**config.mk**
```make
export PLATFORM = sky130hd
export DESIGN_NAME = int_stack_with_search_unit
export DESIGN_NICKNAME = d
export VERILOG_FILES = /design/src/hw/rtl/istk_pkg.sv /design/src/hw/rtl/istk_datapath.sv /design/src/hw/rtl/istk_ctrl.sv /design/src/hw/rtl/int_stack_with_search_unit.sv
export SDC_FILE = /design/constraint.sdc
export NUM_CORES = 2
export LEC_CHECK = 0
export ABC_AREA = 1
export BUFFER_PORTS_ARGS = -buffer_cell sky130_fd_sc_hd__clkbuf_2
export CORE_MARGIN = 4
export CORE_UTILIZATION = 58
export CTS_CLUSTER_DIAMETER = 80
export DETAILED_ROUTE_END_ITERATION = 10
export PLACE_DENSITY_LB_ADDON = 0.1
export SLEW_MARGIN = 30
export SYNTH_ARGS = -nofsm -noshare
export SYNTH_HDL_FRONTEND = slang
export SYNTH_SLANG_ARGS = --single-unit
```
**constraint.sdc**
```tcl
create_clock -name clk -period 9.4 [get_ports clk]
set_input_delay 0.94 -clock clk [delete_from_list [all_inputs] [get_ports clk]]
set_output_delay 0.94 -clock clk [all_outputs]
set_load 0.1 [all_outputs]
```
**src/hw/rtl/istk_pkg.sv**
```systemverilog
package istk_pkg;

  localparam int COUNT_W = 7;
  localparam int WORD_W = 32;
  localparam int KIND_W = 3;
  localparam int STATUS_W = 2;
  localparam int POS_W = 6;

  localparam logic [KIND_W-1:0] KIND_PUSH = 3'd0;
  localparam logic [KIND_W-1:0] KIND_POP = 3'd1;
  localparam logic [KIND_W-1:0] KIND_PEEK = 3'd2;
  localparam logic [KIND_W-1:0] KIND_CLEAR = 3'd3;
  localparam logic [KIND_W-1:0] KIND_SEARCH = 3'd4;

  localparam logic [STATUS_W-1:0] ST_DONE = 2'd0;
  localparam logic [STATUS_W-1:0] ST_REFUSED = 2'd1;
  localparam logic [STATUS_W-1:0] ST_NOT_FOUND = 2'd2;

  localparam logic [COUNT_W-1:0] CAP_RESET = 7'd64;

  // commands from the controller to the datapath
  typedef struct packed {
    logic accept;  // capture request, update fill level, launch first read
    logic scan;    // advance the top-down search by one entry
    logic finish;  // load the result register
  } ctrl_cmd_t;

  // status from the datapath to the controller
  typedef struct packed {
    logic scan_done;
  } dp_status_t;

endpackage

```
**src/hw/rtl/istk_datapath.sv**
```systemverilog
module istk_datapath #(
  parameter int DEPTH = 64
) (
  input  logic                                 clk,
  input  logic                                 rst,
  input  istk_pkg::ctrl_cmd_t                  cmd,
  output istk_pkg::dp_status_t                 stat,
  input  logic                                 cfg_we,
  input  logic [istk_pkg::COUNT_W-1:0]         cfg_wdata,
  input  logic [istk_pkg::KIND_W-1:0]          in_kind,
  input  logic [istk_pkg::WORD_W-1:0]          in_value,
  output logic [istk_pkg::STATUS_W-1:0]        res_status,
  output logic [istk_pkg::WORD_W-1:0]          res_data,
  output logic [istk_pkg::POS_W-1:0]           res_position,
  output logic [istk_pkg::COUNT_W-1:0]         res_count,
  output logic                                 res_is_empty,
  output logic                                 res_is_full
);
  import istk_pkg::*;

  localparam int AW = (DEPTH > 1) ? $clog2(DEPTH) : 1;
  localparam int EW = (AW > COUNT_W) ? AW : COUNT_W;
  localparam int PW = (AW > POS_W) ? AW : POS_W;
  localparam logic [COUNT_W-1:0] CAP_LIMIT =
    (DEPTH > 127) ? 7'd127 : COUNT_W'(DEPTH);

  logic [WORD_W-1:0] mem [DEPTH];
  logic [WORD_W-1:0] rd_data;

  logic [COUNT_W-1:0] capacity;
  logic [COUNT_W-1:0] fill;
  logic [COUNT_W-1:0] left;
  logic [KIND_W-1:0]  kind;
  logic [WORD_W-1:0]  value;
  logic               refused;
  logic               cmp_valid;
  logic [AW-1:0]      cmp_addr;

  logic [COUNT_W-1:0] cap_eff;
  logic               push_ok;
  logic               nonempty;
  logic               hit;
  logic               wr_en;
  logic               rd_en;
  logic [AW-1:0]      rd_addr;
  logic [AW-1:0]      top_addr;
  logic [AW-1:0]      left_addr;
  logic [AW-1:0]      fill_addr;
  logic [EW-1:0]      top_ext;
  logic [EW-1:0]      left_ext;
  logic [EW-1:0]      fill_ext;
  logic [PW-1:0]      pos_ext;

  assign cap_eff  = (capacity > CAP_LIMIT) ? CAP_LIMIT : capacity;
  assign push_ok  = fill < cap_eff;
  assign nonempty = fill != '0;

  assign fill_ext  = EW'(fill);
  assign top_ext   = EW'(fill) - EW'(1);
  assign left_ext  = EW'(left) - EW'(1);
  assign fill_addr = fill_ext[AW-1:0];
  assign top_addr  = top_ext[AW-1:0];
  assign left_addr = left_ext[AW-1:0];

  assign hit = cmp_valid && (rd_data == value);
  assign stat.scan_done = hit || !cmp_valid;

  always_comb begin
    wr_en   = 1'b0;
    rd_en   = 1'b0;
    rd_addr = left_addr;
    if (cmd.accept) begin
      rd_addr = top_addr;
      wr_en   = (in_kind == KIND_PUSH) && push_ok;
      rd_en   = nonempty && ((in_kind == KIND_POP) || (in_kind == KIND_PEEK) ||
                             (in_kind == KIND_SEARCH));
    end else if (cmd.scan) begin
      rd_en = (left != '0) && !hit;
    end
  end

  always_ff @(posedge clk) begin
    if (wr_en) begin
      mem[fill_addr] <= in_value;
    end
    if (rd_en) begin
      rd_data <= mem[rd_addr];
    end
  end

  always_ff @(posedge clk) begin
    if (rst) begin
      capacity  <= CAP_RESET;
      fill      <= '0;
      left      <= '0;
      cmp_valid <= 1'b0;
    end else begin
      if (cfg_we) begin
        capacity <= cfg_wdata;
      end
      cmp_valid <= rd_en;
      if (cmd.accept) begin
        unique case (in_kind)
          KIND_PUSH:   if (push_ok) fill <= fill + COUNT_W'(1);
          KIND_POP:    if (nonempty) fill <= fill - COUNT_W'(1);
          KIND_CLEAR:  fill <= '0;
          KIND_SEARCH: if (nonempty) left <= fill - COUNT_W'(1);
          default:     ;
        endcase
      end else if (cmd.scan && rd_en) begin
        left <= left - COUNT_W'(1);
      end
    end
  end

  always_ff @(posedge clk) begin
    if (rd_en) begin
      cmp_addr <= rd_addr;
    end
    if (cmd.accept) begin
      kind  <= in_kind;
      value <= in_value;
      case (in_kind) inside
        KIND_PUSH:             refused <= !push_ok;
        KIND_POP, KIND_PEEK:   refused <= !nonempty;
        default:               refused <= 1'b0;
      endcase
    end
  end

  assign pos_ext = PW'(cmp_addr);

  always_ff @(posedge clk) begin
    if (cmd.finish) begin
      res_count    <= fill;
      res_is_empty <= !nonempty;
      res_is_full  <= !push_ok;
      res_data     <= '0;
      res_position <= '0;
      res_status   <= ST_DONE;
      if (refused) begin
        res_status <= ST_REFUSED;
      end else if ((kind == KIND_POP) || (kind == KIND_PEEK)) begin
        res_data <= rd_data;
      end else if (kind == KIND_SEARCH) begin
        if (hit) begin
          res_position <= pos_ext[POS_W-1:0];
        end else begin
          res_status <= ST_NOT_FOUND;
        end
      end
    end
  end

endmodule

```
**src/hw/rtl/istk_ctrl.sv**
```systemverilog
module istk_ctrl (
  input  logic                        clk,
  input  logic                        rst,
  input  logic                        in_valid,
  output logic                        in_ready,
  input  logic [istk_pkg::KIND_W-1:0] in_kind,
  output logic                        out_valid,
  input  logic                        out_ready,
  output istk_pkg::ctrl_cmd_t         cmd,
  input  istk_pkg::dp_status_t        stat
);
  import istk_pkg::*;

  localparam logic [1:0] S_IDLE = 2'd0;
  localparam logic [1:0] S_WAIT = 2'd1;
  localparam logic [1:0] S_SCAN = 2'd2;
  localparam logic [1:0] S_SEND = 2'd3;

  logic [1:0] state;
  logic [1:0] state_next;

  assign in_ready  = state == S_IDLE;
  assign out_valid = state == S_SEND;

  always_comb begin
    state_next = state;
    cmd        = '0;
    unique case (state)
      S_IDLE: begin
        if (in_valid) begin
          cmd.accept = 1'b1;
          state_next = (in_kind == KIND_SEARCH) ? S_SCAN : S_WAIT;
        end
      end
      S_WAIT: begin
        cmd.finish = 1'b1;
        state_next = S_SEND;
      end
      S_SCAN: begin
        cmd.scan = 1'b1;
        if (stat.scan_done) begin
          cmd.finish = 1'b1;
          state_next = S_SEND;
        end
      end
      S_SEND: begin
        if (out_ready) state_next = S_IDLE;
      end
      default: state_next = S_IDLE;
    endcase
  end

  always_ff @(posedge clk) begin
    if (rst) begin
      state <= S_IDLE;
    end else begin
      state <= state_next;
    end
  end

endmodule

```
**src/hw/rtl/int_stack_with_search_unit.sv**
```systemverilog
// Timing: after a request is accepted, S_WAIT loads the result registers and S_SEND
// offers them; a search instead stays in S_SCAN, reading one entry per cycle from the
// top down through the single registered memory read port, until a hit or the end.
// Flow: one request at a time; the next is accepted in the cycle after
// the result transaction.
// Reset (rst, synchronous): stack empty, capacity 64; entries are not cleared.
module int_stack_with_search_unit #(
  parameter int DEPTH = 64
) (
  input  logic        clk,
  input  logic        rst,
  input  logic        cfg_we,
  input  logic [6:0]  cfg_wdata,   // capacity
  input  logic        s_tvalid,
  output logic        s_tready,
  input  logic [31:0] s_tdata,     // value
  input  logic [2:0]  s_tuser,     // kind
  output logic        m_tvalid,
  input  logic        m_tready,
  output logic [47:0] m_tdata,     // data, position, count, is_empty, is_full, zero pad
  output logic [1:0]  m_tuser      // status
);
  import istk_pkg::*;

  ctrl_cmd_t  cmd;
  dp_status_t stat;

  logic [WORD_W-1:0]  data;
  logic [POS_W-1:0]   position;
  logic [COUNT_W-1:0] count;
  logic               is_empty;
  logic               is_full;

  istk_ctrl u_ctrl (
    .clk       (clk),
    .rst       (rst),
    .in_valid  (s_tvalid),
    .in_ready  (s_tready),
    .in_kind   (s_tuser),
    .out_valid (m_tvalid),
    .out_ready (m_tready),
    .cmd       (cmd),
    .stat      (stat)
  );

  istk_datapath #(
    .DEPTH (DEPTH)
  ) u_datapath (
    .clk          (clk),
    .rst          (rst),
    .cmd          (cmd),
    .stat         (stat),
    .cfg_we       (cfg_we),
    .cfg_wdata    (cfg_wdata),
    .in_kind      (s_tuser),
    .in_value     (s_tdata),
    .res_status   (m_tuser),
    .res_data     (data),
    .res_position (position),
    .res_count    (count),
    .res_is_empty (is_empty),
    .res_is_full  (is_full)
  );

  assign m_tdata = {1'b0, is_full, is_empty, count, position, data};

endmodule
```
==> results.ini <==
[run_status]
status = finished, final reports clean

[floorplanning]
die_area_sq_um = 163000
pin_count = 99
die_w_microns = 404
core_area_sq_um = 155000
start_util = 0.586
die_h_microns = 404
rows = 144

[routing]
initialDrtViolationCount = 8310
detail-route-antenna-nets = 0
routed-via-count = 59020
routed_wl_microns = 258000
routedWlPerCell_microns = 26.1
drc_errors = 0
first_pass_iters = 7
viasPerCell = 5.98

[setup_path]
start_kind = flip-flop
crit_path_max_fanout = 175
regToRegSetupSlack_ns = 3.85
critPathArrivalTime_ns = 6.15
r2r_cells = 14
r2r_start = u_ctrl.state[0]
path_class = flip-flop to flip-flop
worstPathRequired_ns = 10.00
worst_setup_path_end_kind = flip-flop
r2r-end = u_datapath.rd_data[16]

[cells_and_area]
fillers = 11452
final_util = 0.650
fin_cells = 9877
drive_gt1_frac = 0.0798
stdcell_area_sq_um = 101000
syn_to_final_growth_pct = 10.8
final_nets = 7699

[synthesis]
syn_inst = 7636
synth_edf_count = 2171
yosys.area.top_type = edfxtp_1
synth_cell_type_count = 34
ys.warnings.count = 0
syn_area_sq_um = 90700
syn_nets = 7699
avgSynthCellArea_sq_um = 11.9
synth_flop_cell = edfxtp_1
synthTopCellsByArea = edfxtp_1 (72%), nand2_1 (7.6%), nand3_1 (5.8%)
synth_seq_cells = 2195
synth-async-reset-ratio = 0
seq_area_frac_synth = 0.724
synth_top_area_frac = 0.718

[cts]
cts-htree-levels = 4
clock_latency_ns = 0.84
cts_root_buffer = clkbuf_16
cts_tree = built
clkTransAtPathRegs_ns = 0.06
clock_sinks = 2195
cts_hold_buf = 0
post_cts_buffers = 0
cts_buffer_depth = 3
cts_resized = 0
numCtsBuffers = 218

[global_routing]
grtUsageMet2 = 0.477
grt.busiest_layer = met2
use_met3 = 0.0741
grtUsageMet1 = 0.444
grt_max_degree = 249
grt_usage = 0.314
grt_first_pass_wirelength_microns = 372000
grt_pass1_vias = 54618
antenna_found_initial = 11
globalRouteOverflowTotal = 0

[power]
peakVddDrop_mv = 0.393
switching_share = 0.388
power.internal_mw = 18.0
comb_power_share = 0.328
leakage_nw = 36.0
power_density_nw_per_um2 = 293
seqPwrFrac = 0.384
clkPwrFrac = 0.287
p_switching_mw = 11.4

[timing]
clock_skew_ns = 0.0207
tightestPinTransition_ns = 1.13
whs_ns = 0.331
fin_crit_sh = 0.591
setup_viol = 0
rsz0062_at_grt = false
relSlewSlack = 0.250
fin_tns_setup_ns = 0
fmax_mhz = 180
hold_violations = 0
slew_violations = 0
final.min_clock_period_ns = 5.55

[placed_design]
dp.cells = 9459
placed_area_sq_um = 93600
dp_hpwl_microns = 133000
place_congestion = 0.894
io_buffers = 97

[hold_path]
holdPathStages = 1
hold_start = s_tuser[2]
hold_path.class = input pin to flip-flop
whs_endpoint = u_datapath.kind[2]

[flow_run]
drv_cap = 0

## layout make-up
type                       count  area (sq um)  share of cell area
timing repair buffer         244          1850              0.0184
inverter                     912          3440              0.0342
multi-input combinational   4065         20100               0.200
antenna                        4          10.0           0.0000995
clock buffer                 273          5750              0.0572
tap                         2044          2560              0.0254
clock inverter               140          1180              0.0117
sequential                  2195         65700               0.653
## cell usage after synthesis (5+ instances only)
library cell / instances
a21oi_1: 182
dfxtp_1: 24
nand4_1: 6
o21ai_0: 185
nand3_1: 1045
buf_1: 44
xor2_1: 7
buf_4: 9
inv_2: 5
nand2_1: 1845
ha_1: 16
nor2_1: 143
buf_2: 254
nand3b_1: 34
inv_1: 905
clkbuf_1: 156
edfxtp_1: 2171
nor3_1: 25
xnor2_1: 11
o211ai_1: 544
## routing by layer
metal	wire length [microns]	vias up
met1	102000	28695
met2	115000	3122
li1	-	26727
met5	0	-
met4	10400	0
met3	30300	476
## state kept, by name, summed over array words and instances, names as in the netlist
name,count
u_datapath.mem,2048
u_datapath.res_status,2
u_ctrl.state,2
u_datapath.left,7
u_datapath.cmp_valid,1
u_datapath.res_is_full,1
u_datapath.rd_data,32
u_datapath.res_is_empty,1
u_datapath.kind,3
u_datapath.refused,1
u_datapath.capacity,7
u_datapath.res_count,7
u_datapath.cmp_addr,6
u_datapath.res_position,6
u_datapath.value,32
u_datapath.fill,7
u_datapath.res_data,32
## worst max path at each step
| stage | startpoint | endpoint | slack (ns) | depth (start not counted) |
|---|---|---|---|---|
| floorplan | u_ctrl.state[0] | u_datapath.mem[38][0] | 3.70 | 10 |
| global placement | s_tvalid | u_datapath.rd_data[21] | 3.62 | 12 |
| detailed placement | s_tvalid | u_datapath.rd_data[19] | 3.52 | 12 |
| CTS | u_ctrl.state[0] | u_datapath.rd_data[19] | 3.84 | 14 |
| global route | u_ctrl.state[0] | u_datapath.rd_data[15] | 3.55 | 14 |
| finish | u_ctrl.state[0] | u_datapath.rd_data[16] | 3.85 | 14 |
## power groups by stage
stage	sequential (mW)	combinational, mW	clock (mW)
floorplan	11.9	5.08	0
global placement	11.5	9.44	0
detailed placement	11.5	9.50	0
CTS	11.3	9.52	8.53
global route	11.3	10.2	8.98
finish	11.3	9.68	8.46
## critical path: stages (launching register included)
cell,delay (ns)
dfxtp_1,0.36
inv_1,0.10
ha_1,0.30
nand2_2,0.30
nand2_2,0.55
nand2_8,0.60
buf_12,0.51
buf_4,0.87
nand2_1,0.16
o211ai_1,0.14
nand3_1,0.13
nand3_1,0.11
nand3_1,0.50
nand3_1,0.27
nand2_1,0.07
## through the flow
step,setup slack (ns),power [mW]
after floorplan,3.70,17.0
after global placement,3.62,20.9
after detailed placement,3.52,21.0
after CTS,3.84,29.4
after global routing,3.55,30.5
final,3.85,29.5
## cells in the final DEF, fill, tap and decap left out, drive strengths merged
master | synthesis | layout
conb | 1 | 1
inv | 910 | 915
clkinvlp | 0 | 5
nand2 | 1849 | 1849
nor2 | 143 | 143
buf | 308 | 147
nand3 | 1047 | 1047
o22ai | 3 | 3
a311oi | 1 | 1
nand3b | 34 | 34
clkbuf | 156 | 370
xnor2 | 11 | 11
diode | 0 | 4
a22o | 1 | 1
a21oi | 182 | 182
nand4 | 6 | 6
dfxtp | 24 | 24
clkinv | 2 | 115
o21ai | 190 | 190
xor2 | 7 | 7
nor3 | 25 | 25
o31ai | 1 | 1
o21a | 3 | 3
bufinv | 0 | 17
o211ai | 544 | 544
edfxtp | 2171 | 2171
a31oi | 1 | 1
ha | 16 | 16
## cell families (layout without fill, tap and decap cells)
kind of cell	count (synthesis)	count (layout)	synth area share
AND/OR/NAND/NOR	3104	3104	0.145
other	1	5	0.0000413
flip-flops	2195	2195	0.724
buffers and inverters	1376	1569	0.0609
AO/OA/AOI/OAI	926	926	0.0664
adder cells (fa/ha/maj)	16	16	0.00221
XOR/XNOR	18	18	0.00174
No activity file was read; power rests on OpenSTA's default activity.
